--- src/hw/rtl/rspt_ram.sv ---
// generic single-write, single-read ram with registered read data
// no dependencies

module rspt_ram #(
    parameter int unsigned WIDTH = 2,
    parameter int unsigned DEPTH = 2048
) (
    input  logic                     i_clk,
    input  logic                     i_we,
    input  logic [$clog2(DEPTH)-1:0] i_waddr,
    input  logic [WIDTH-1:0]         i_wdata,
    input  logic [$clog2(DEPTH)-1:0] i_raddr,
    output logic [WIDTH-1:0]         o_rdata
);

    logic [WIDTH-1:0] r_mem [DEPTH];
    logic [WIDTH-1:0] r_rdata;

    // write port
    always_ff @(posedge i_clk) begin
        if (i_we) begin
            r_mem[i_waddr] <= i_wdata;
        end
    end

    // registered read port
    always_ff @(posedge i_clk) begin
        r_rdata <= r_mem[i_raddr];
    end

    assign o_rdata = r_rdata;

endmodule

--- config.mk ---
export PLATFORM = sky130hd
export DESIGN_NAME = rspt_ram
export DESIGN_NICKNAME = d
export VERILOG_FILES = /design/src/hw/rtl/rspt_ram.sv
export SDC_FILE = /design/constraint.sdc
export NUM_CORES = 2
export LEC_CHECK = 0
export BUFFER_PORTS_ARGS = -buffer_cell sky130_fd_sc_hd__buf_2
export CAP_MARGIN = 20
export CORE_MARGIN = 3
export CORE_UTILIZATION = 56
export DETAILED_ROUTE_END_ITERATION = 10
export HOLD_SLACK_MARGIN = 0.15
export PLACE_DENSITY_LB_ADDON = 0.1
export SLEW_MARGIN = 40
export SYNTH_ARGS = -nofsm -noshare
export SYNTH_HDL_FRONTEND = slang
export SYNTH_SLANG_ARGS = --single-unit
--- constraint.sdc ---
create_clock -name i_clk -period 3.7 [get_ports i_clk]
set_clock_uncertainty 0.15 [all_clocks]
set_input_delay 0.74 -clock i_clk [delete_from_list [all_inputs] [get_ports i_clk]]
set_output_delay 0.74 -clock i_clk [all_outputs]
set_load 0.1 [all_outputs]
## Word level (Yosys, flattened, before mapping)

Memories as Yosys holds them, arrays and structs flattened. A register that Yosys moved wholly into a read port is not among the register bits.
Cells that the tools add are included.

| operators by class | value |
|---|---|
| equality and inequality tests | 0 |
| shift-type cells | 0 |
| $mul | 0 |
| mux-type cells | 2 |
| $add $sub $neg | 0 |
| reduce and logical (&&, ||, !) cells | 0 |
| div/mod/pow operators | 0 |
| $lt $le $gt $ge | 0 |
| bitwise gates (word level) | 0 |

Operators by type and width:

| operator | number |
|---|---|
| 2-to-1 mux 1 bit | 2 |

| word-level totals | value |
|---|---|
| bits in latches | 0 |
| register bits | 0 |
| output and inout port bits | 2 |
| ROM bits | 0 |
| memories kept | 1 |
| RAM bits | 4096 |
| word-level logic and storage cells | 3 |
| input port bits | 26 |

Memories:

| memory | words | width | read ports | clocked after Yosys merged registers in | wr ports | line | text |
|---|---|---|---|---|---|---|---|
| r_mem | 2048 | 2 | 1 | 1 | 1 | 16 | `logic [WIDTH-1:0] r_mem [DEPTH];` |

## Logic depth before layout (Yosys ltp)

| logic depth | value |
|---|---|
| depth after elaboration | 2 |
| depth in mapped cells | 16 |

## Least setup slack after synthesis

No wires, ideal clock.

| timing | value |
|---|---|
| path type | input -> register |
| start point | input port i_raddr[1] |
| end point | register r_rdata[0] (netlist: o_rdata[0]), read port of r_mem |
| path slack | 468 ps |
| buffers on the path | 4 |
| required time | 3423 ps |
| data arrival time | 2955 ps |
| stages on the path | 11 |
| cell sequence | buf_6 buf_4 buf_2 clkbuf_1 mux4_2 mux4_2 mux2i_1 a21oi_1 nand4_1 o41ai_1 or3_1 |

RTL lines:

| element | line | text |
|---|---|---|
| start, declared | 12 | `input logic [$clog2(DEPTH)-1:0] i_raddr,` |
| end, declared | 17 | `logic [WIDTH-1:0] r_rdata;` |

==> flow_metrics.env <==
export IMPL_clkSinkCount=4098
export IMPL_antenna_found_initial=40
export IMPL_cts_tree="yes"
export IMPL_synth_area_leaders="edfxtp_1 73%, mux4_2 8.2%, nor2_1 4.9%"
export IMPL_synth_edf_count=4096
export IMPL_worstMarginPinSlew_ps=878
export IMPL_finalSetupViolCount=0
export IMPL_min_period_over_period_pct=99.8
export IMPL_via_per_inst=6.69
export IMPL_synthesis_nets=10200
export IMPL_synth_top_area_cell="edfxtp_1"
export IMPL_ys_seq_area_share_pct=72.9
export IMPL_violations="design-rule violations"
export IMPL_period_needed_ps=3690
export IMPL_die_h_um=555
export IMPL_synth_area_um2=169000
export IMPL_maxSlewHeadroom_pct=41.3
export IMPL_max_freq_mhz=271
export IMPL_rr_startpoint="r_mem[22][0]"
export IMPL_hold_ws_ps=259
export IMPL_portBuffers=27
export IMPL_fin_tns_setup_ps=0
export IMPL_rows=200
export IMPL_start_util_pct=56.5
export IMPL_place_congestion=0.912
export IMPL_htreeDepth=5
export IMPL_fin_area_um2=194000
export IMPL_die_area_um2=308000
export IMPL_hold_path_class="input pin to register"
export IMPL_wl_per_cell_um=34.3
export IMPL_endpoint_kind="register"
export IMPL_cts_clk_slew_worst_paths_ps=60
export IMPL_crit_start="i_raddr[0]"
export IMPL_drt_initial_drc_count=15500
export IMPL_cap_violations=0
export IMPL_dr_total_vias=101000
export IMPL_worstSkewPairLatency_ps=980
export IMPL_synthFlopType="edfxtp_1"
export IMPL_grt_remaining_overflow=0
export IMPL_critPathRequiredTime_ps=4440
export IMPL_clock_tree_buffer_depth=4
export IMPL_outcome="finished with violations"
export IMPL_core_um2=299000
export IMPL_final_nets=10900
export IMPL_placed_area_um2=180000
export IMPL_ys_seq_elements=4098
export IMPL_cts_root_buf="clkbuf_16"
export IMPL_ir_drop_v=0.000461
export IMPL_io_pins=28
export IMPL_fill_cells=20600
export IMPL_drc_errors=2
export IMPL_syn_inst=10200
export IMPL_ff2ff_path_depth=11
export IMPL_grt_pass1_vias=100000
export IMPL_cts_setup_buffers=0
export IMPL_worst_setup_path_type="input pin to register"
export IMPL_cp_start_kind="input pin"
export IMPL_die_x_um=555
export IMPL_yosysTopAreaCellShare_pct=72.9
export IMPL_cp_max_fo=23
export IMPL_area_growth_syn_to_layout_pct=14.9
export IMPL_yosysWarningCount=0
export IMPL_cp_arrival_ps=4430
export IMPL_p_leak_nw=62.0
export IMPL_powerDensity_nw_per_um2=508
export IMPL_utilization_pct=64.9
export IMPL_cts_buffers=414
export IMPL_worstSetupEndpoint="o_rdata[1]"
export IMPL_drtAntennaViolNets=0
export IMPL_hold_viol=0
export IMPL_syn_area_per_cell_um2=16.6
export IMPL_drive_gt1_share_pct=21.5
export IMPL_first_pass_iters=9
export IMPL_slew_violations=0
export IMPL_grt_pass1_wl_um=731000
export IMPL_ys_types=81
export IMPL_grt_max_degree=164
export IMPL_wl_um=518000
export IMPL_hpwlAfterDp_um=329000
export IMPL_track_usage_pct=33.4
export IMPL_r2r_slack_ps=130
export IMPL_reg2reg_to="o_rdata[0]"
export IMPL_synthArstFlopShare_pct=0
-- cells in the mapped netlist, drive strengths merged, types with 9 or more instances --
cell type,count
o21ai,123
mux2i,798
nand2,230
nor3,164
clkbuf,464
o221ai,254
a211o,9
nor2,2181
a31oi,19
mux4,639
and2,20
o32ai,10
buf,388
o31ai,15
a2111oi,28
edfxtp,4096
nand3,81
or4,11
nor4,61
nor2b,12
and3,11
nor3b,10
o22ai,178
or3,11
a211oi,63
mux2,22
nand4,26
a21oi,149
-- worst min path at each step --
stage	startpoint	end	slack, ps	cells past startpoint
finish	i_waddr[3]	r_mem[1506][0]	260	4
global route	i_waddr[4]	r_mem[1506][1]	270	4
CTS	i_waddr[3]	r_mem[1506][1]	200	4
detailed placement	i_wdata[1]	r_mem[927][1]	1050	1
global placement	i_wdata[1]	r_mem[899][1]	1050	1
floorplan	i_wdata[0]	r_mem[0][0]	690	0
-- through the flow --
step | std cells | power [mW] | setup slack (ps)
2_1_floorplan | 10200 | 54.7 | 468
3_3_place_gp | 14300 | 57.3 | -1860
3_5_place_dp | 14300 | 57.4 | -1150
4_1_cts | 15100 | 98.7 | 9.10
5_1_grt | 15100 | 101 | -12.6
6_report | 15100 | 98.5 | 5.73
-- registers in the layout (all words and copies together), names as in the netlist --
signal   cells
r_mem     4096
o_rdata      2
-- cells in the final DEF, fill, tap and decap left out, drive strengths merged, types with 8 or more instances in the layout --
cell type	synthesis	final
bufinv	0	48
o221ai	254	254
or4	11	11
mux2	22	22
o31ai	15	15
clkbuf	464	504
a211oi	63	63
nor4	61	61
a2111oi	28	28
nor3b	10	10
and3	11	11
nand2	230	230
a211o	9	9
edfxtp	4096	4096
nor2	2181	2181
mux2i	798	798
inv	2	9
clkinv	2	178
nor2b	12	12
nand4	26	26
nor3	164	164
buf	388	1086
a22oi	8	8
or3	11	11
nand3	81	81
a31oi	19	19
o211ai	8	8
o22ai	178	178
o311ai	8	8
o21ai	123	123
a21oi	149	149
clkinvlp	0	8
diode	0	22
o32ai	10	10
and2	20	20
mux4	639	639
-- area by class of cell --
class	instances	area, um2	share of cell area [%]
clock inverters	239	2580	1.33
repair buffers	1088	10900	5.61
well taps	3939	4930	2.54
diodes	22	55.1	0.0284
clock buffers	504	11000	5.65
flip-flops and latches	4098	123000	63.5
multi-input cells	5219	41400	21.4
inverters	4	27.5	0.0142
-- per-layer routing --
metal  global-route usage (%)  vias up  wire [um]
met3                     7.17     1027      59800
met2                     51.4     6401     241000
li1                         -    41100          -
met5                        0        -         85
met4                     13.2       12      23600
met1                     47.1    52500     194000
-- cell families after synthesis --
| family | after synthesis | synth area share, % |
|---|---|---|
| flops | 4098 | 72.9 |
| simple gates | 2850 | 6.87 |
| buf+inv | 857 | 3.00 |
| mux | 1459 | 13.5 |
| compound gates | 910 | 3.78 |
-- report_power, final --
part           internal (mW)  switching, mW  total (mW)
logic                   1.93           3.47        5.40
clock network           24.4           17.6        42.0
registers               51.1         0.0157        51.1
total                   77.3           21.1        98.5
-- worst max-delay path, cell delays in order --
cell	delay, ps
buf_12	260
buf_4	380
buf_12	240
buf_12	220
buf_4	210
mux2i_1	100
o221ai_1	430
o22ai_1	190
a221oi_1	270
a21oi_1	150
a21oi_1	660
nand4_1	320
nand4_1	170
-- timing repair --
item,4_1_cts,5_1_grt
hold endpoints to repair,56,0
pin swaps,0,2
endpoints found under the setup margin,1,2
resized for setup,4,9
hold buffers,2,0
(Power assumes the default switching activity.)
