[config.mk]
export PLATFORM = sky130hd
export DESIGN_NAME = rspt_cfg
export DESIGN_NICKNAME = d
export VERILOG_FILES = /design/src/hw/rtl/rspt_pkg.sv /design/src/hw/rtl/rspt_cfg.sv
export SDC_FILE = /design/constraint.sdc
export NUM_CORES = 1
export LEC_CHECK = 0
export ABC_AREA = 1
export BUFFER_PORTS_ARGS = -buffer_cell sky130_fd_sc_hd__buf_2
export CELL_PAD_IN_SITES_DETAIL_PLACEMENT = 1
export CELL_PAD_IN_SITES_GLOBAL_PLACEMENT = 1
export CORE_ASPECT_RATIO = 0.6
export CORE_UTILIZATION = 19
export DETAILED_ROUTE_END_ITERATION = 7
export PLACE_DENSITY = 0.77
export SYNTH_ARGS = -nofsm -noshare
export SYNTH_HDL_FRONTEND = slang
export SYNTH_SLANG_ARGS = --single-unit
[constraint.sdc]
create_clock -name i_clk -period 1.2 [get_ports i_clk]
set_clock_uncertainty 0.15 [all_clocks]
set_input_delay 0.24 -clock i_clk [delete_from_list [all_inputs] [get_ports i_clk]]
set_output_delay 0.24 -clock i_clk [all_outputs]
set_load 0.02 [all_outputs]
[src/hw/rtl/rspt_pkg.sv]
// shared types, codes and helpers for the range sign product tree
// no dependencies; used by rspt_cfg, rspt_engine and range_sign_product_tree

package rspt_pkg;

    // sign codes held in each tree node
    localparam logic [1:0] SIGN_ZERO = 2'd0;
    localparam logic [1:0] SIGN_POS  = 2'd1;
    localparam logic [1:0] SIGN_NEG  = 2'd2;

    // command codes carried in tuser
    localparam logic CMD_CHANGE  = 1'b0;
    localparam logic CMD_PRODUCT = 1'b1;

    // register map
    localparam int unsigned ELEM_W        = 11;
    localparam logic        REG_ELEMENTS  = 1'b0;
    localparam logic [ELEM_W-1:0] ELEMENTS_RESET = 11'd1024;

    // field widths
    localparam int unsigned POS_W = 10;
    localparam int unsigned VAL_W = 8;

    // one input beat, unpacked
    typedef struct packed {
        logic                    cmd;
        logic [POS_W-1:0]        first;
        logic [POS_W-1:0]        last;
        logic signed [VAL_W-1:0] value;
    } t_item;

    // engine sequencer states
    typedef enum logic [3:0] {
        ST_CLEAR,
        ST_IDLE,
        ST_UPD_WR,
        ST_UPD_CMB,
        ST_Q_L,
        ST_Q_LD,
        ST_Q_R,
        ST_Q_RD,
        ST_DONE
    } t_state;

    // sign code of a stored value
    function automatic logic [1:0] sign_of(input logic signed [VAL_W-1:0] v);
        logic [1:0] s;
        if (v == '0) begin
            s = SIGN_ZERO;
        end else if (v[VAL_W-1]) begin
            s = SIGN_NEG;
        end else begin
            s = SIGN_POS;
        end
        return s;
    endfunction

    // sign of the product of two signs
    function automatic logic [1:0] sign_combine(input logic [1:0] a, input logic [1:0] b);
        logic [1:0] s;
        if (a == SIGN_ZERO || b == SIGN_ZERO) begin
            s = SIGN_ZERO;
        end else if (a == b) begin
            s = SIGN_POS;
        end else begin
            s = SIGN_NEG;
        end
        return s;
    endfunction

endpackage

[src/hw/rtl/rspt_cfg.sv]
// apb register block holding the elements_in_use register
// depends on rspt_pkg

module rspt_cfg (
    input  logic                        i_clk,
    input  logic                        i_rst_n,
    input  logic                        i_psel,
    input  logic                        i_penable,
    input  logic                        i_pwrite,
    input  logic [2:0]                  i_paddr,
    input  logic [31:0]                 i_pwdata,
    output logic [31:0]                 o_prdata,
    output logic                        o_pready,
    output logic [rspt_pkg::ELEM_W-1:0] o_elements
);

    logic [rspt_pkg::ELEM_W-1:0] r_elements;
    logic                        w_wr;

    assign o_pready = 1'b1;
    assign w_wr     = i_psel && i_penable && i_pwrite && (i_paddr[2] == rspt_pkg::REG_ELEMENTS);

    // register write
    always_ff @(posedge i_clk) begin
        if (!i_rst_n) begin
            r_elements <= rspt_pkg::ELEMENTS_RESET;
        end else if (w_wr) begin
            r_elements <= i_pwdata[rspt_pkg::ELEM_W-1:0];
        end
    end

    // read mux
    always_comb begin
        if (i_paddr[2] == rspt_pkg::REG_ELEMENTS) begin
            o_prdata = {{(32 - rspt_pkg::ELEM_W){1'b0}}, r_elements};
        end else begin
            o_prdata = '0;
        end
    end

    assign o_elements = r_elements;

endmodule

# [Yosys cells after proc, flatten, opt, wreduce, memory -nomap -nowiden]
# Index checks and enable logic that the tools add are counted.
[totals] regBits=11 input_bits=40 output_inout_bits=44 word_cells=6
[op_classes] muxes=1 bitwise_logic=1 n_reduce_logical=3
[ops] operator="$mux 11" n=1
[ops] operator="$logic_and 1x1->1" n=3
[ops] operator="$not 1->1" n=1

# [Logic depth before layout (Yosys ltp)]
# Gate-level depths: netlist of run 1.
[depth] word_depth=3 mapped_depth=6 mapped_depth_nobuf=5

# [Worst setup path after synthesis of run 1]
# OpenSTA, ideal clock, no wires.
[synth_timing] kind="register to output" from="register r_elements (netlist bit o_elements[0])" to="output o_prdata[0]" arrival_time_ns=0.782 t_required_ns=0.810 setup_slack_ns=0.028 path_stages_with_launch=3 n_path_buf=0 path_cell_list="dfxtp_1 > inv_1 > nor2_1"
[synth_via] elab_chain_cells=1
[synth_rtl] element="from (decl)" line_no="rspt_cfg.sv:17" text="logic [rspt_pkg::ELEM_W-1:0] r_elements;"
[synth_rtl] element="from (signal assigned)" line_no="rspt_cfg.sv:26" text="r_elements <= rspt_pkg::ELEMENTS_RESET;"
[synth_rtl] element="from (signal assigned)" line_no="rspt_cfg.sv:28" text="r_elements <= i_pwdata[rspt_pkg::ELEM_W-1:0];"
[synth_rtl] element="$mux 11" line_no="rspt_cfg.sv:34" text="if (i_paddr[2] == rspt_pkg::REG_ELEMENTS) begin"
[synth_rtl] element="to (decl)" line_no="rspt_cfg.sv:12" text="output logic [31:0] o_prdata,"
# Every way passes these cells.

# [Final worst setup path of run 1]
[layout_timing] from="register r_elements (netlist bit o_elements[5])" to="output o_prdata[5]"
# Same word-level chain as after synthesis.

==> results.md, run 1 <==
- Status: finished with violations
- Failing checks: setup timing
- Slack of the worst reg-to-reg path: 330 ps
- Largest register FFs: 11
- Hold Path Depth: 3
- Multi-input gate area: about 340 um2
- Synth warn: 0
- Clock Latency Late Sink: 230 ps
- Hold Crit Class: in2reg
- Synth cell types: 13
- Full die area: between 4000 and 5000 um2
- CTS Root Cell: clkbuf_8
- Initial antenna violation count: 0
- P&R area growth vs syn: 39.9%
- Avg Cell Area, Syn: 6.16 um2
- DP Worst Slack: -102 ps
- Die X: roughly 83 um
- Worst-path clk slew: 50 ps
- Gr ovfl total: 0
- FP Rows: 17
- Vias: 706
- HPWL Detailed: between 1 and 1.5 mm
- Hold Crit Start: i_pwdata[10]
- Crit path cell chain: inv_2 -> nor2_2 -> buf_6
- Remaining DRCs: 0
- Worst setup EP type: output pin
- Layout cell share with drive strength beyond 1: 46.6%
- Num ports: 84
- Post-Layout Cell Count: ~210
- Leakage: 0.575 nW
- Period utilisation layout: 102%
- Antenna fix cells: 0
- CP arrival: 840 ps
- Post-Syn Area: 739 um2
- Total Power: around 1 mW
- H-tree depth: 1
- Reg2Reg Depth: 3
- Hold-fix buffers, CTS: 0
- Vias/cell: 3.39
- Hold Violations, Final: 0
- Die outline height: 50.3 um
- Peak supply drop: 0.280 mV
- Post-Place Cells: 203
- GP Congestion: 0.645
- Routed len/inst: 8.93 um
- Number of CTS-inserted buffers: 3
- Clock Tree Buf Depth: 2
- CTS Sinks: 11
- Mapped Cells: 120
- Nets: 202
- Sequential cell area fraction in the yosys report: between 20% and 30%
- Initial Utilization: 20.0%
- Worst Setup Path Type: reg2out
- DRT antenna net count: 0
- DR pass1 iterations: 3
- First-pass GRT wire length: 2.75 mm
- Largest net degree at the start of global routing: 12
- Area occupied by registers: 234 um2
- PortBufs: 38
- CTS tree: done
- Gr usage total: 9.36%
- Max Clk Rate: 816 MHz
- Worst path slowest cell: dfxtp_2
- Seq cells post-synth: 11
- DRT iter0 DRCs: 11
- Startpoint types: flop
- Worst-path maximum fanout: 3
- RR Endpoint: o_elements[10]
- Slowest stage delay, CP: between 300 and 400 ps
- Number of setup violations in the final report: 11
- Final worst slack: -25.2 ps
- Total Routed Length: 1.86 mm
- Power per Cell Area: 959 nW/um2
- Max-cap violations: 0
- FILL cells: between 500 and 600
- RSZ-0062 raised after global routing: true
- Critical path data required time: 810 ps
- Vias in the first global route: 556
- Final Max Tran Viols: 0
- Fin Setup TNS: -130 ps
- WHS Endpoint: o_elements[10]
- Post-layout minimum cycle time: roughly 1200 ps
- Core box area: 3700 um2
- Reg2Reg Launch Point: o_elements[10]
[repair_timing]
action | CTS | global route
gates cloned | 0 | 0
buffers inserted | 0 | 1
endpoints found under the setup margin | 11 | 11
gates resized for setup | 23 | 16
pin swaps | 0 | 4
endpoints found under the hold margin | 0 | 0
[layout make-up]
| class | instances | share of cell area, % |
|---|---|---|
| Clock buffer | 4 | 4.35 |
| Inverter | 24 | 8.71 |
| Multi-Input combinational cell | 80 | 32.4 |
| Sequential cell | 11 | 22.6 |
| Tap cell | 47 | 5.68 |
| Timing Repair Buffer | 42 | 26.2 |
[power breakdown]
part | internal [mW] | switching, mW
sequential | 0.382 | 0.00999
clock | 0.233 | 0.131
combinational | 0.0745 | 0.162
[cell families (layout without fill, tap and decap cells)]
| family | Yosys count | in the layout | synth area share [%] |
|---|---|---|---|
| simple gates | 57 | 57 | 31.8 |
| buf+inv | 49 | 70 | 36.7 |
| flops | 11 | 11 | 29.8 |
| other cells | 2 | 22 | 1.02 |
| compound gates | 1 | 1 | 0.676 |
[worst max-delay path by stage]
| stage | from | endpoint | depth (start not counted) |
|---|---|---|---|
| after global routing | o_elements[5] | o_prdata[5] | 3 |
| final | o_elements[5] | o_prdata[5] | 3 |
| after floorplan | o_elements[0] | o_prdata[0] | 2 |
| after CTS | o_elements[8] | o_prdata[8] | 3 |
| after global placement | i_paddr[2] | o_elements[10] | 6 |
| after detailed placement | i_paddr[2] | o_elements[9] | 6 |
[layer usage]
layer / share of wire, % / vias to the layer above / wire [um] / GRT usage (%)
met2: 50 / 23 / 931 / 14.7
met1: 42 / 298 / 783 / 11.8
li1: - / 383 / - / -
met4: 0.97 / 0 / 18 / 1.72
met3: 6.7 / 2 / 124 / 4.18
met5: 0 / - / 0 / 0
[placed cells by master, fill, tap and decap left out, types with 3 or more instances in the layout]
cell | synthesis | final
buf_2 | 1 | 27
nor2_1 | 31 | 26
conb_1 | 2 | 22
inv_1 | 22 | 13
nand2_1 | 12 | 12
inv_2 | 2 | 11
nand3_1 | 11 | 11
dfxtp_2 | 0 | 11
buf_4 | 23 | 11
nor2_2 | 2 | 7
clkbuf_8 | 0 | 3
buf_6 | 0 | 3
[Yosys cell counts, drive strengths merged]
library cell | number | share of area [%]
dfxtp | 11 | 30
nor2 | 33 | 17
inv | 24 | 12
nand3 | 11 | 7.4
nand2 | 13 | 6.9
conb | 2 | 1.0
buf | 25 | 25
o21ai | 1 | 0.68
[per-stage QoR]
step	area, um2	utilization [%]	hold WS, ps
after floorplan	815	-	211
after global placement	917	24.8	306
after detailed placement	917	24.8	313
after CTS	1000	27.1	64.9
after global routing	1030	28.0	94.0
final	1030	28.0	72.0
[worst max-delay path, delay by kind of cell, from the launching register on]
family / cells / cell delay (ps)
DFF: 1 / 340
buffers and inverters: 2 / 150
and+or+nand+nor: 1 / 110
Note: power is estimated with default switching activity, not from simulation.
==> inputs of run 2 (changes only) <==
--- a/config.mk
+++ b/config.mk
@@ -10,6 +10,7 @@
 export CELL_PAD_IN_SITES_DETAIL_PLACEMENT = 1
 export CELL_PAD_IN_SITES_GLOBAL_PLACEMENT = 1
 export CORE_ASPECT_RATIO = 0.6
+export CORE_MARGIN = 1.5
 export CORE_UTILIZATION = 19
 export DETAILED_ROUTE_END_ITERATION = 7
 export PLACE_DENSITY = 0.77
==> constraint.sdc (replaced) <==
create_clock -name i_clk -period 1.2 [get_ports i_clk]
set_clock_uncertainty 0.15 [all_clocks]
set_input_delay 0.18 -clock i_clk [delete_from_list [all_inputs] [get_ports i_clk]]
set_output_delay 0.18 -clock i_clk [all_outputs]
set_load 0.02 [all_outputs]
==> run 2 against run 1 <==
  * The run now ends clean
  * Combinational power about the same
  * Critical path depth did not move
  * Hold slack worse by 66 ps
  * Cell count is 1.4% higher
  * Clock power up 4%
  * Final area rose by 1.3%
  * Register-to-register slack better by 30 ps
  * Power is 1.5% higher
  * Sequential cell count stayed put
  * Global-route usage shrank 0.36 points
  * Critical endpoint is now o_prdata[6]
  * Largest cell class unchanged
==> results.md, run 2 (synthesis results as in run 1) <==
- Status: complete, no violations
- NetSw: between 0.3 and 0.4 mW
- Total Routed Length: ~2 mm
- Initial antenna violation count: 0
- Max-cap violations: 0
- FP Rows: 17
- Remaining DRCs: 0
- Dpl cell area: 912 um2
- P&R area growth vs syn: 41.8%
- Fin Setup TNS: 0 ps
- RSZ-0062 raised after global routing: true
- Clock Power Share: 37.4%
- Worst-path maximum fanout: 3
- Clock Latency Late Sink: 230 ps
- Cell family with most CP delay: flip-flops
- DRT antenna net count: 0
- Initial Utilization: 20.0%
- Number of setup violations in the final report: 0
- Critical path data required time: 870 ps
- Commonest non-fill, non-tap cell in the layout: buf_2
- Number of CTS-inserted buffers: 3
- Full die area: between 4000 and 5000 um2
- DRT iter0 DRCs: 25
- CTS Root Cell: clkbuf_8
- Nets: just over 200
- Post-layout minimum cycle time: 1170 ps
- Clock Tree Buf Depth: 2
- Final Max Tran Viols: 0
- Max Clk Rate: 853 MHz
- Vias: about 740
- Worst-path clk slew: ~50 ps
- WP buf/inv: 2
- DR pass1 iterations: 2
- Part of the power in combinational logic: 23.8%
- First-pass GRT wire length: about 2.9 mm
- HPWL Detailed: about 1.5 mm
- Routed len/inst: 9.48 um
- Die outline height: 51.3 um
- Switching share of total power: 31.6%
- Power per Cell Area: 961 nW/um2
- H-tree depth: 1
- Core box area: 3700 um2
- Die X: 83.5 um
- Largest net degree at the start of global routing: 12
- Gr ovfl total: 0
- Post-Place Cells: 204
- Total Power: 1.01 mW
- Hold Crit Class: in2reg
- Most frequent cells in the layout: 27 x buf_2, 25 x nor2_1, 22 x conb_1
- Leakage: roughly 0.59 nW
- Startpoint types: flop
- Slowest stage delay, CP: 340 ps
- Num ports: 84
- GP Congestion: 0.680
- Post-Layout Cell Count: 211
- Final worst slack: 27.2 ps
- Peak supply drop: 0.323 mV
- CP arrival: about 840 ps
- Crit path cell chain: inv_2 -> nor2_2 -> buf_4
- Layout cell share with drive strength beyond 1: a little under half
- Worst setup EP type: output pin
- Worst Setup Path Type: reg2out
- Antenna fix cells: 0
- Post-route design area: around 1000 um2
- DP Worst Slack: 105 ps
- Period utilisation layout: 97.7%
- Largest register FFs: 11
- CTS tree: done
- Hold Violations, Final: 0
- P_int: 0.689 mW
- Vias/cell: 3.49
- Power share of the sequential group: approximately two fifths
- PortBufs: 38
- Gr usage total: 9.00%
- Vias in the first global route: 638
- CTS Sinks: 11
- Worst path slowest cell: dfxtp_2
- Hold-fix buffers, CTS: 0
run 2: cell type report:
cell class,instances,area [um2]
Clock buffer,4,45.0
Fill cell,499,2650
Inverter,24,90.1
Multi-Input combinational cell,80,343
Sequential cell,11,234
Tap cell,47,58.8
Timing Repair Buffer,45,278
run 2: worst reg2reg max path: stages, from the launching register on:
cell and delay (ps):
dfxtp_2 320, buf_4 130, nor2_1 90, nor2_1 50
run 2: path summary, 6_finish.rpt:
| kind | startpoint | to | slack [ps] | cells after the start |
|---|---|---|---|---|
| worst max-delay path | o_elements[6] | o_prdata[6] | 30 | 3 |
| worst min-delay path | i_pwdata[10] | o_elements[10] | 6 | 3 |
| worst max register to register | o_elements[7] | o_elements[7] | 360 | 3 |
| worst min register to register | o_elements[1] | o_elements[1] | 330 | 2 |
run 2: routing by layer:
metal / vias up / routed length, um / GRT usage, %
li1: 389 / - / -
met4: 0 / 16 / 1.64
met5: - / 0 / 0
met2: 23 / 970 / 15.4
met3: 2 / 127 / 4.04
met1: 322 / 886 / 10.6
run 2: metrics by stage:
step / hold slack, ps / utilization (%)
2_1_floorplan: 151 / -
3_3_place_gp: 244 / 24.6
3_5_place_dp: 249 / 24.6
4_1_cts: 2.23 / 26.2
5_1_grt: 4.40 / 28.3
6_report: 6.31 / 28.3
run 2: timing repair:
action,in CTS,in global routing
pin swaps,0,6
resized for setup,5,34
setup buffers,0,3
setup endpoints to repair,4,11
run 2: power by group through the flow:
stage | sequential (mW) | clock [mW] | combinational [mW]
6_report | 0.391 | 0.377 | 0.240
5_1_grt | 0.392 | 0.421 | 0.264
4_1_cts | 0.388 | 0.395 | 0.225
3_5_place_dp | 0.395 | 0 | 0.222
3_3_place_gp | 0.395 | 0 | 0.221
2_1_floorplan | 0.410 | 0 | 0.189
