File: config.mk
export PLATFORM = sky130hd
export DESIGN_NAME = rspt_engine
export DESIGN_NICKNAME = d
export VERILOG_FILES = /design/src/hw/rtl/rspt_pkg.sv /design/src/hw/rtl/rspt_engine.sv
export SDC_FILE = /design/constraint.sdc
export NUM_CORES = 1
export LEC_CHECK = 0
export ABC_CLOCK_PERIOD_IN_PS = 2900
export BUFFER_PORTS_ARGS = -buffer_cell sky130_fd_sc_hd__buf_2
export CAP_MARGIN = 20
export CORE_ASPECT_RATIO = 0.8
export CORE_UTILIZATION = 58
export DETAILED_ROUTE_END_ITERATION = 10
export GPL_TIMING_DRIVEN = 0
export HOLD_SLACK_MARGIN = 0.08
export PLACE_DENSITY = 0.92
export SLEW_MARGIN = 20
export SYNTH_ARGS = -nofsm -noshare
export SYNTH_HDL_FRONTEND = slang
export SYNTH_SLANG_ARGS = --single-unit
export TNS_END_PERCENT = 10
File: constraint.sdc
create_clock -name i_clk -period 2.9 [get_ports i_clk]
set_input_delay 0.145 -clock i_clk [delete_from_list [all_inputs] [get_ports i_clk]]
set_output_delay 0.145 -clock i_clk [all_outputs]
set_load 0.05 [all_outputs]
File: src/hw/rtl/rspt_pkg.sv
// shared types, codes and helpers for the range sign product tree
// no dependencies; used by rspt_cfg, rspt_engine and range_sign_product_tree

package rspt_pkg;

    // sign codes held in each tree node
    localparam logic [1:0] SIGN_ZERO = 2'd0;
    localparam logic [1:0] SIGN_POS  = 2'd1;
    localparam logic [1:0] SIGN_NEG  = 2'd2;

    // command codes carried in tuser
    localparam logic CMD_CHANGE  = 1'b0;
    localparam logic CMD_PRODUCT = 1'b1;

    // register map
    localparam int unsigned ELEM_W        = 11;
    localparam logic        REG_ELEMENTS  = 1'b0;
    localparam logic [ELEM_W-1:0] ELEMENTS_RESET = 11'd1024;

    // field widths
    localparam int unsigned POS_W = 10;
    localparam int unsigned VAL_W = 8;

    // one input beat, unpacked
    typedef struct packed {
        logic                    cmd;
        logic [POS_W-1:0]        first;
        logic [POS_W-1:0]        last;
        logic signed [VAL_W-1:0] value;
    } t_item;

    // engine sequencer states
    typedef enum logic [3:0] {
        ST_CLEAR,
        ST_IDLE,
        ST_UPD_WR,
        ST_UPD_CMB,
        ST_Q_L,
        ST_Q_LD,
        ST_Q_R,
        ST_Q_RD,
        ST_DONE
    } t_state;

    // sign code of a stored value
    function automatic logic [1:0] sign_of(input logic signed [VAL_W-1:0] v);
        logic [1:0] s;
        if (v == '0) begin
            s = SIGN_ZERO;
        end else if (v[VAL_W-1]) begin
            s = SIGN_NEG;
        end else begin
            s = SIGN_POS;
        end
        return s;
    endfunction

    // sign of the product of two signs
    function automatic logic [1:0] sign_combine(input logic [1:0] a, input logic [1:0] b);
        logic [1:0] s;
        if (a == SIGN_ZERO || b == SIGN_ZERO) begin
            s = SIGN_ZERO;
        end else if (a == b) begin
            s = SIGN_POS;
        end else begin
            s = SIGN_NEG;
        end
        return s;
    endfunction

endpackage

File: src/hw/rtl/rspt_engine.sv
// tree walk sequencer: clearing sweep, leaf change with ancestor rebuild,
// and bottom-up range product over the node ram; depends on rspt_pkg

module rspt_engine #(
    parameter int unsigned MAX_ELEMENTS = 1024
) (
    input  logic                                  i_clk,
    input  logic                                  i_rst_n,
    input  logic [rspt_pkg::ELEM_W-1:0]           i_elements,
    input  logic                                  i_in_valid,
    output logic                                  o_in_ready,
    input  rspt_pkg::t_item                       i_item,
    output logic                                  o_out_valid,
    input  logic                                  i_out_ready,
    output logic [1:0]                            o_out_sign,
    output logic                                  o_out_err,
    output logic                                  o_ram_we,
    output logic [$clog2(2*MAX_ELEMENTS)-1:0]     o_ram_waddr,
    output logic [1:0]                            o_ram_wdata,
    output logic [$clog2(2*MAX_ELEMENTS)-1:0]     o_ram_raddr,
    input  logic [1:0]                            i_ram_rdata
);

    // node index width, walk pointer width (holds 2*MAX), count width
    localparam int unsigned IW  = $clog2(2*MAX_ELEMENTS);
    localparam int unsigned LW  = $clog2(2*MAX_ELEMENTS + 1);
    localparam int unsigned NW  = $clog2(MAX_ELEMENTS + 1);
    localparam int unsigned AW  = (NW > rspt_pkg::ELEM_W) ? NW : rspt_pkg::ELEM_W;
    localparam logic [IW-1:0] LAST_NODE = IW'(2*MAX_ELEMENTS - 1);
    localparam logic [LW-1:0] LEAF_BASE = LW'(MAX_ELEMENTS);
    localparam logic [AW-1:0] MAX_CNT   = AW'(MAX_ELEMENTS);

    rspt_pkg::t_state r_state, n_state;

    logic [IW-1:0] r_clr, n_clr;
    logic [LW-1:0] r_p, n_p;
    logic [1:0]    r_val, n_val;
    logic [LW-1:0] r_l, n_l;
    logic [LW-1:0] r_r, n_r;
    logic [1:0]    r_acc, n_acc;
    logic          r_err, n_err;
    logic          r_out_valid;
    logic [1:0]    r_out_sign;
    logic          r_out_err;

    logic [AW-1:0] w_active;
    logic [AW-1:0] w_elem_ext;
    logic          w_accept;
    logic          w_chg_ok;
    logic          w_q_bad;
    logic          w_out_free;

    // active element count, clamped to the tree size
    assign w_elem_ext = AW'(i_elements);
    assign w_active   = (w_elem_ext > MAX_CNT) ? MAX_CNT : w_elem_ext;

    // command decode at acceptance
    assign w_accept   = i_in_valid && o_in_ready;
    assign w_chg_ok   = (AW'(i_item.first) < w_active);
    assign w_q_bad    = (i_item.first > i_item.last) || (AW'(i_item.last) >= w_active);
    assign w_out_free = !r_out_valid || i_out_ready;

    // next state
    always_comb begin
        n_state = r_state;
        unique case (r_state)
            rspt_pkg::ST_CLEAR: begin
                if (r_clr == LAST_NODE) begin
                    n_state = rspt_pkg::ST_IDLE;
                end
            end
            rspt_pkg::ST_IDLE: begin
                if (w_accept) begin
                    if (i_item.cmd == rspt_pkg::CMD_CHANGE) begin
                        if (w_chg_ok) begin
                            n_state = rspt_pkg::ST_UPD_WR;
                        end
                    end else if (w_q_bad) begin
                        n_state = rspt_pkg::ST_DONE;
                    end else begin
                        n_state = rspt_pkg::ST_Q_L;
                    end
                end
            end
            rspt_pkg::ST_UPD_WR: begin
                if (r_p == LW'(1)) begin
                    n_state = rspt_pkg::ST_IDLE;
                end else begin
                    n_state = rspt_pkg::ST_UPD_CMB;
                end
            end
            rspt_pkg::ST_UPD_CMB: n_state = rspt_pkg::ST_UPD_WR;
            rspt_pkg::ST_Q_L: begin
                if (!(r_l < r_r)) begin
                    n_state = rspt_pkg::ST_DONE;
                end else if (r_l[0]) begin
                    n_state = rspt_pkg::ST_Q_LD;
                end else begin
                    n_state = rspt_pkg::ST_Q_R;
                end
            end
            rspt_pkg::ST_Q_LD: n_state = rspt_pkg::ST_Q_R;
            rspt_pkg::ST_Q_R: begin
                if (r_r[0]) begin
                    n_state = rspt_pkg::ST_Q_RD;
                end else begin
                    n_state = rspt_pkg::ST_Q_L;
                end
            end
            rspt_pkg::ST_Q_RD: n_state = rspt_pkg::ST_Q_L;
            rspt_pkg::ST_DONE: begin
                if (w_out_free) begin
                    n_state = rspt_pkg::ST_IDLE;
                end
            end
            default: n_state = rspt_pkg::ST_IDLE;
        endcase
    end

    // ram port and handshake outputs
    always_comb begin
        o_in_ready  = 1'b0;
        o_ram_we    = 1'b0;
        o_ram_waddr = r_clr;
        o_ram_wdata = rspt_pkg::SIGN_ZERO;
        o_ram_raddr = '0;
        unique case (r_state)
            rspt_pkg::ST_CLEAR: begin
                o_ram_we = 1'b1;
            end
            rspt_pkg::ST_IDLE: begin
                o_in_ready = 1'b1;
            end
            rspt_pkg::ST_UPD_WR: begin
                // write this node and fetch its sibling in the same cycle
                o_ram_we    = 1'b1;
                o_ram_waddr = r_p[IW-1:0];
                o_ram_wdata = r_val;
                o_ram_raddr = r_p[IW-1:0] ^ IW'(1);
            end
            rspt_pkg::ST_Q_L: begin
                o_ram_raddr = r_l[IW-1:0];
            end
            rspt_pkg::ST_Q_R: begin
                o_ram_raddr = r_r[IW-1:0] - IW'(1);
            end
            rspt_pkg::ST_UPD_CMB, rspt_pkg::ST_Q_LD, rspt_pkg::ST_Q_RD,
            rspt_pkg::ST_DONE: begin
                o_ram_raddr = '0;
            end
            default: begin
                o_ram_we = 1'b0;
            end
        endcase
    end

    // walk datapath
    always_comb begin
        n_clr = r_clr;
        n_p   = r_p;
        n_val = r_val;
        n_l   = r_l;
        n_r   = r_r;
        n_acc = r_acc;
        n_err = r_err;
        case (r_state)
            rspt_pkg::ST_CLEAR: begin
                n_clr = r_clr + IW'(1);
            end
            rspt_pkg::ST_IDLE: begin
                n_p   = LEAF_BASE + LW'(i_item.first);
                n_val = rspt_pkg::sign_of(i_item.value);
                n_l   = LEAF_BASE + LW'(i_item.first);
                n_r   = LEAF_BASE + LW'(i_item.last) + LW'(1);
                n_acc = w_q_bad ? rspt_pkg::SIGN_ZERO : rspt_pkg::SIGN_POS;
                n_err = w_q_bad;
            end
            rspt_pkg::ST_UPD_CMB: begin
                n_val = rspt_pkg::sign_combine(r_val, i_ram_rdata);
                n_p   = r_p >> 1;
            end
            rspt_pkg::ST_Q_LD: begin
                n_acc = rspt_pkg::sign_combine(r_acc, i_ram_rdata);
                n_l   = r_l + LW'(1);
            end
            rspt_pkg::ST_Q_R: begin
                if (r_r[0]) begin
                    n_r = r_r - LW'(1);
                end else begin
                    n_l = r_l >> 1;
                    n_r = r_r >> 1;
                end
            end
            rspt_pkg::ST_Q_RD: begin
                n_acc = rspt_pkg::sign_combine(r_acc, i_ram_rdata);
                n_l   = r_l >> 1;
                n_r   = r_r >> 1;
            end
            default: begin
                n_clr = r_clr;
            end
        endcase
    end

    // control registers
    always_ff @(posedge i_clk) begin
        if (!i_rst_n) begin
            r_state <= rspt_pkg::ST_CLEAR;
            r_clr   <= '0;
        end else begin
            r_state <= n_state;
            r_clr   <= n_clr;
        end
    end

    // walk registers
    always_ff @(posedge i_clk) begin
        r_p   <= n_p;
        r_val <= n_val;
        r_l   <= n_l;
        r_r   <= n_r;
        r_acc <= n_acc;
        r_err <= n_err;
    end

    // result holding register
    always_ff @(posedge i_clk) begin
        if (!i_rst_n) begin
            r_out_valid <= 1'b0;
        end else if (r_state == rspt_pkg::ST_DONE && w_out_free) begin
            r_out_valid <= 1'b1;
        end else if (i_out_ready) begin
            r_out_valid <= 1'b0;
        end
    end

    always_ff @(posedge i_clk) begin
        if (r_state == rspt_pkg::ST_DONE && w_out_free) begin
            r_out_sign <= r_acc;
            r_out_err  <= r_err;
        end
    end

    assign o_out_valid = r_out_valid;
    assign o_out_sign  = r_out_sign;
    assign o_out_err   = r_out_err;

endmodule

Word level (Yosys, flattened, before mapping):

Index checks and enable logic that the tools add are counted.
W data, S select, Z words.

* bits in registers: 60
* logic and storage cells: 95

* $add $sub $neg: 7
* $lt $le $gt $ge: 5
* equal/unequal tests: 17
* mux-type cells: 33
* bitwise gates (word level): 1
* reductions and logical operators: 21

Operators by type and width (count)
* $pmux W12 S4: 1
* $pmux W12 S3: 1
* $pmux W4 S9: 1
* $pmux W11 S3: 1
* $mux W4: 7
* $add A11 B10 Y12 const A: 2
* $add A12 B1 Y12 const B: 2
* $mux W12: 2
* $pmux W12 S2: 1
* $mux W11: 2
* $mux W2: 10
* $eq A4 B3 Y1 const B: 4
* $eq A12 B1 Y1 const B: 1
* $lt A12 B12 Y1: 1
* $sub A12 B1 Y12 const B: 1
* $add A11 B1 Y11 const B: 1
* $eq A11 B11 Y1 const B: 1
* $ge A10 B11 Y1: 1
* $gt A11 B11 Y1 const B: 1
* $lt A10 B11 Y1: 1
* $sub A11 B1 Y11 const B: 1
* $gt A10 B10 Y1: 1
* $eq A4 B2 Y1 const B: 2
* $logic_not A8 Y1: 1
* 19 further kinds: 37

Depth between registers and ports, before layout:

Gate-level depths: netlist (run 1).

* depth in word-level cells: 8
* gate-level depth with buffers: 9
* depth with buffers taken out: 8

Worst setup path before layout (run 1):

OpenSTA, ideal clock, no wires.

* kind: register to output
* start point: register r_r[0]
* end point: output port o_ram_raddr[9]
* data arrival time: 2358 ps
* required time: 2755 ps
* setup slack: 397 ps
* stages on the path, launching flop included: 5
* buffers on the path: 0
* cells stage by stage: edfxtp_1 nor4_1 and3_1 xnor2_1 o21ai_0

* longest elaborated chain between the ends: 2

RTL lines
* from (decl): line rspt_engine.sv:39 `logic [LW-1:0] r_r, n_r;`
* from (signal assigned): line rspt_engine.sv:221 `r_r <= n_r;`
* $sub A11 B1 Y11: line rspt_engine.sv:145 `o_ram_raddr = r_r[IW-1:0] - IW'(1);`
* $pmux W11 S3: line rspt_engine.sv:127 `unique case (r_state)`
* to (decl): line rspt_engine.sv:20 `output logic [$clog2(2*MAX_ELEMENTS)-1:0] o_ram_raddr,`

No other way between the ends.

Final worst setup path (run 1):

Same ends and word-level chain as after synthesis.

==> results.yml, run 1 <==
logic_synthesis:
  yosysTopAreaCell: "edfxtp_1"
  yosysTopAreaCellShare_pct: 27.6
  yosysSeqAreaShare_pct: 34.4
  synth_edf_count: 43
  synth-seq-cells: 59
  ys_types: 54
  avgSynthCellArea_um2: 9.15
  ys_warn_count: 0
  synth_ff_type: "edfxtp_1"
  synthesis.area_um2: 4680
  async_flop_share_pct: 0
  synth_nets: 603
  synth.area.top_cells: "edfxtp_1 28%, ha_1 12%, dfxtp_1 6.8%, mux2_2 4.8%, xnor2_1 4.7%"
  syn_inst: 512
critical_path:
  criticalPathCategory: "reg2out"
  start_kind: "flip-flop"
  crit_path_max_incr_delay_ps: 670
  crit_fanout: 7
  slowest_stage: "nor4_1"
  crit_path_cell_trace: "nor4_1 > and3_1 > xnor2_1 > o21ai_0 > buf_2"
  ff2ff_path_depth: 7
  reg2reg_from: "r_l[7]$_DFFE_PP_"
  r2r-end: "r_state[0]$_SDFFE_PN0P_"
  worstPathRequired_ps: 2760
  crit_arrival_ps: 2330
  r2r_slack_ps: 640
  end_kind: "output pin"
min_path:
  worst_hold_path_type: "in2reg"
  min_to: "o_out_valid$_SDFFE_PN0P_"
  hold_start: "i_out_ready"
  min_path_cells: 4
sta:
  timing.hold.ws_ps: 113
  setup_tns_ps: 0
  hold_viol: 0
  fin_skew_ps: 7.28
  period_minus_slack_ps: 2480
  fin_crit_sh_pct: 85.4
  setup_viol: 0
  fin_ws_ps: 424
  drv_slew: 0
  worst_pin_slew_ps: 693
  maxSlewHeadroom_pct: 53.4
  max_clock_freq_ghz: 0.404
  rsz0062_at_grt: "false"
layout:
  layout_common_cells: "79 x buf_2, 45 x ha_1, 43 x edfxtp_1"
  syn2layout_area_growth_pct: 15.4
  nNetsFinal: 691
  num_antenna_cells: 0
  drive_gt1_share_pct: 21.5
  final_common_cell: "buf_2"
job:
  maxCapViolCount: 0
routing:
  drt-initial-drc-count: 378
  vias: 4416
  ant_nets: 0
  drt_wl_total_um: 12800
  wire_per_inst_um: 18.1
  first_pass_iters: 6
  drc: 0
  via_per_inst: 6.22
floorplanning:
  core_um2: 7600
  start_util_pct: 61.6
  pin_count: 76
  dieArea_um2: 8440
  die_h_um: 82.4
  rows: 28
  die_w_um: 102
power_and_ir_drop:
  power_mw: 1.86
  p_per_area_nw_per_um2: 345
  power.leakage_nw: 2.28
  worst_ir_drop_vdd_v: 0.000189
clock_tree:
  clkSlewWorstSetupHoldPaths_ps: 70
  clock_latency_ps: 350
  cts.path.max_buffers: 2
  ctsRootBufferMaster: "clkbuf_8"
  cts_sinks: 59
  htree_num_levels: 3
  cts_buffers: 9
  cts_tree: "yes"
  cts_resized: 0
run_status:
  status: "finished clean"
global_route:
  antenna_found_initial: 0
  overflow: 0
  grt_pass1_vias: 4056
  grt_max_degree: 14
  track_usage_pct: 31.8
  grt_pass1_wl_um: 19700
placed_design:
  dpl.hpwl_um: 10200
  portBuffers: 75
  place.gp.congestion: 1.01
  dpl_worst_slack_ps: 469
## metal layers
layer	vias up	part of all wire (%)	track usage [%]
met2	271	44	48.9
met1	2009	40	41.6
li1	2077	-	-
met5	-	0	0
met3	59	11	8.00
met4	0	4.4	16.6
## worst max path at each step
| stage | to | slack (ps) | depth (start not counted) | from |
|---|---|---|---|---|
| 2_1_floorplan | o_ram_raddr[9] | 400 | 4 | r_r[0]$_DFFE_PP_ |
| 3_3_place_gp | r_l[8]$_DFFE_PP_ | 430 | 3 | r_state[1]$_SDFFE_PN0P_ |
| 3_5_place_dp | r_state[3]$_SDFFE_PN0P_ | 470 | 10 | i_elements[10] |
| 4_1_cts | o_ram_raddr[9] | 450 | 5 | r_r[0]$_DFFE_PP_ |
| 5_1_grt | o_ram_raddr[9] | 240 | 5 | r_r[0]$_DFFE_PP_ |
| 6_report | o_ram_raddr[9] | 420 | 5 | r_r[0]$_DFFE_PP_ |
## report_power, final
| group | total (mW) | switching, mW | internal [mW] |
|---|---|---|---|
| Combinational | 0.240 | 0.139 | 0.101 |
| Clock | 0.710 | 0.329 | 0.381 |
| Sequential | 0.912 | 0.00544 | 0.906 |
## cells in the mapped netlist, types with 8 or more instances
cell      instances
nand2b_1         16
nand2_1          32
a211oi_1          8
dfxtp_1          16
a21oi_1          36
nand4_1          12
nor2_1           38
xor2_1           11
ha_1             45
nor3_1            8
o21ai_0          35
edfxtp_1         43
and3_1            9
inv_1            32
xnor2_1          25
clkbuf_1         13
mux2_2           20
a22oi_1          21
nand3_1          15
nor2b_1          10
## timing repair
action,CTS,global route
hold buffers,1,0
setup buffers,0,0
hold endpoints to repair,2,0
## cell type report
type	count	area [um^2]
buffer	19	87.6
clock buffer	12	166
clock inverter	4	21.3
fill	583	2200
inverter	32	120
multi-input combinational	402	2870
sequential	59	1610
tap	105	131
timing repair buffer	77	393
## critical path: cells and delay by family (launching register included)
kind,cells,cell delay (ps)
XOR/XNOR,1,80
AO/OA/AOI/OAI,1,130
buffers and inverters,1,280
flip-flops,1,520
AND/OR/NAND/NOR,2,980
## sequential cells by signal (all words and copies together), names as in the netlist
signal and flops:
o_out_err 1, o_out_sign 2, o_out_valid 1, r_acc 2
r_clr 11, r_err 1, r_l 12, r_p 11
r_r 12, r_state 4, r_val 2
## logic make-up after synthesis
family                   count (synthesis)  synth area share [%]
XOR/XNOR                                36                  6.73
AND/OR/NAND/NOR                        168                  19.7
multiplexers                            22                  5.24
adder cells (fa/ha/maj)                 45                  12.0
flip-flops                              59                  34.4
buffers and inverters                   51                  4.43
AO/OA/AOI/OAI                          131                  17.5
## metrics by stage
stage | utilization (%) | std cells | instance area [um^2]
3_3_place_gp | 68.3 | 692 | 5190
4_1_cts | 71.1 | 710 | 5400
6_report | 71.1 | 710 | 5400
3_5_place_dp | 68.4 | 693 | 5200
5_1_grt | 71.1 | 710 | 5400
2_1_floorplan | - | 512 | 4680
No activity file was read; power rests on OpenSTA's default activity.
==> inputs of run 2 (changes only) <==
--- a/config.mk
+++ b/config.mk
@@ -5,15 +5,16 @@
 export SDC_FILE = /design/constraint.sdc
 export NUM_CORES = 1
 export LEC_CHECK = 0
+export ABC_AREA = 1
 export ABC_CLOCK_PERIOD_IN_PS = 2900
 export BUFFER_PORTS_ARGS = -buffer_cell sky130_fd_sc_hd__buf_2
-export CAP_MARGIN = 20
 export CORE_ASPECT_RATIO = 0.8
+export CORE_MARGIN = 4
 export CORE_UTILIZATION = 58
 export DETAILED_ROUTE_END_ITERATION = 10
 export GPL_TIMING_DRIVEN = 0
 export HOLD_SLACK_MARGIN = 0.08
-export PLACE_DENSITY = 0.92
+export PLACE_DENSITY = 0.91
 export SLEW_MARGIN = 20
 export SYNTH_ARGS = -nofsm -noshare
 export SYNTH_HDL_FRONTEND = slang
==> results.yml, run 2 <==
run_status:
  status: "finished clean"
clock_tree:
  hold_buffers: 0
  clkSlewWorstSetupHoldPaths_ps: 70
  ctsRootBufferMaster: "clkbuf_8"
  postCtsSetupBuffers: 0
  cts_tree: "yes"
  htree_num_levels: 3
  clock_latency_ps: 340
  cts_resized: 0
  cts_buffers: 9
  cts_sinks: 59
  cts.path.max_buffers: 2
critical_path:
  end_kind: "output pin"
  crit_path_max_incr_delay_ps: 460
  slowest_stage: "edfxtp_1"
  criticalPathCategory: "reg2out"
  worstPathRequired_ps: 2760
  crit_fanout: 5
  crit_arrival_ps: 2500
  crit_path_cell_trace: "inv_1 > ha_1 > nand3_1 > nor3_1 > nand3_1 > xor2_1 > o221ai_1 > buf_2"
  crit_top_cell: "nand3_1"
  start_kind: "flip-flop"
sta:
  fin_skew_ps: 7.99
  period_minus_slack_ps: 2640
  hold_viol: 0
  max_clock_freq_ghz: 0.379
  setup_viol: 0
  drv_slew: 0
  rsz0062_at_grt: "false"
  fin_ws_ps: 260
  setup_tns_ps: 0
  maxSlewHeadroom_pct: 43.8
  worst_pin_slew_ps: 836
  fin_crit_sh_pct: 91.0
logic_synthesis:
  synth_edf_count: 43
  synth.area.top_cells: "edfxtp_1 27%, ha_1 12%, nand2_1 12%, dfxtp_1 6.7%, inv_1 6.5%"
  synth_ff_type: "edfxtp_1"
  avgSynthCellArea_um2: 7.51
  synth_nets: 730
  synth_commonest_cells: "150 x nand2_1, 83 x inv_1, 51 x nor2_1, 45 x ha_1"
  yosysTopAreaCellShare_pct: 26.9
  yosysSeqAreaShare_pct: 33.6
  muxShareOfSynthArea_pct: 0
  yosys.area_share.xor_xnor_pct: 2.37
  ys_warn_count: 0
  ys_types: 48
  async_flop_share_pct: 0
  synth_simple_gate_area_share_pct: 29.0
  synth-seq-cells: 59
  syn_inst: 639
  synthesis.area_um2: 4800
  synth_fa_ha_area_share_pct: 11.7
  yosysTopAreaCell: "edfxtp_1"
  synth_top_family_by_area: "simple AND/OR/NAND/NOR gates"
  yosysMostFrequentCell: "nand2_1"
  synth_compound_area_share_pct: 15.1
global_route:
  antenna_found_initial: 0
  grt_max_degree: 14
  grt_pass1_wl_um: 23300
  track_usage_pct: 31.0
  grt_pass1_vias: 4710
  overflow: 0
power_and_ir_drop:
  p_per_area_nw_per_um2: 581
  power.leakage_nw: 2.61
  worst_ir_drop_vdd_v: 0.000443
  power_mw: 3.20
layout:
  syn2layout_area_growth_pct: 14.9
  layout_common_cells: "150 x nand2_1, 83 x inv_1, 77 x buf_2"
  seqCellArea_um2: 1610
  final_common_cell: "nand2_1"
  multi_input_area_um2: 2790
  finalCoreUtilization_pct: 69.0
  num_antenna_cells: 0
  reg_top3: "r_l x12, r_r x12"
  nNetsFinal: 816
  drive_gt1_share_pct: 17.8
  n_fill_cell: 669
  stdcell_area_um2: 5510
routing:
  wire_per_inst_um: 17.5
  via_per_inst: 5.89
  ant_nets: 0
  drt_wl_total_um: 14600
  drc: 0
  vias: 4940
  first_pass_iters: 7
  drt-initial-drc-count: 716
min_path:
  worst_hold_path_type: "in2reg"
placed_design:
  dpl.hpwl_um: 11600
  dpl_worst_slack_ps: 218
  portBuffers: 75
  place_area_um2: 5310
  place.gp.congestion: 0.977
job:
  maxCapViolCount: 0
floorplanning:
  die_w_um: 110
  dieArea_um2: 9800
  core_um2: 7980
  pin_count: 76
  rows: 29
  die_h_um: 89.4
  start_util_pct: 60.1
[run 2: cell count changes in the layout (fill, tap and decap cells not counted), sizes merged, moves of 14 or more]
cell / change
xnor2: -24
mux2: -20
nand2: +123
nor2: +24
nand3: +22
nand2b: -17
o211ai: +14
inv: +63
a22oi: -19
[run 2: power by group]
group / internal (mW) / total [mW] / switching, mW / leakage, nW
sequential: 1.12 / 1.27 / 0.152 / 0.514
clock: 0.413 / 0.771 / 0.359 / 0.111
combinational: 0.326 / 1.16 / 0.833 / 1.98
total: 1.86 / 3.20 / 1.34 / 2.61
[run 2: final cells by class]
cell class,instances,share of cell area [%]
Buffer,7,0.590
Clock buffer,11,3.16
Clock inverter,5,0.522
Inverter,96,6.54
Multi-Input combinational cell,477,50.7
Sequential cell,59,29.2
Tap cell,108,2.45
Timing Repair Buffer,75,6.81
[run 2: worst max-delay path, delay by kind of cell (launching register included)]
family                     cells  cell delay, ps
AOI/OAI and AO/OA              1             170
xor gates and xnor gates       1             200
and+or+nand+nor                3             540
buffers and inverters          2             540
DFF                            1             460
adders and majority gates      1             250
[run 2: per-stage QoR]
| step | hold slack, ps | std cells |
|---|---|---|
| 2_1_floorplan | 266 | 639 |
| 3_3_place_gp | 402 | 822 |
| 3_5_place_dp | 412 | 822 |
| 4_1_cts | 111 | 838 |
| 5_1_grt | 106 | 838 |
| 6_report | 117 | 838 |
[run 2: kinds of logic (layout without fill, tap and decap cells)]
| kind of cell | Yosys count | after routing |
|---|---|---|
| DFF | 59 | 59 |
| buffers and inverters | 103 | 194 |
| xor gates and xnor gates | 13 | 13 |
| adders and majority gates | 45 | 45 |
| AOI/OAI and AO/OA | 119 | 119 |
| and+or+nand+nor | 300 | 300 |
[run 2: final timing paths]
kind | endpoint | start | cells after the start | slack (ps)
hold reg to reg | o_out_err$_DFFE_PP_ | r_err$_DFFE_PP_ | 0 | 430
setup / recovery | o_ram_raddr[10] | r_r[0]$_DFFE_PP_ | 8 | 260
setup reg to reg | r_l[11]$_DFFE_PP_ | r_state[2]$_SDFFE_PN0P_ | 7 | 380
hold / removal | r_state[3]$_SDFFE_PN0P_ | i_rst_n | 3 | 120
[run 2: per-layer routing]
metal / up-vias / track usage [%] / share of wire (%) / wire length (um)
met5: - / 0 / 0 / 0
met4: 0 / 9.74 / 2.4 / 349
met3: 42 / 9.96 / 12 / 1700
met2: 281 / 47.4 / 45 / 6600
met1: 2249 / 41.9 / 41 / 5990
li1: 2368 / - / - / -
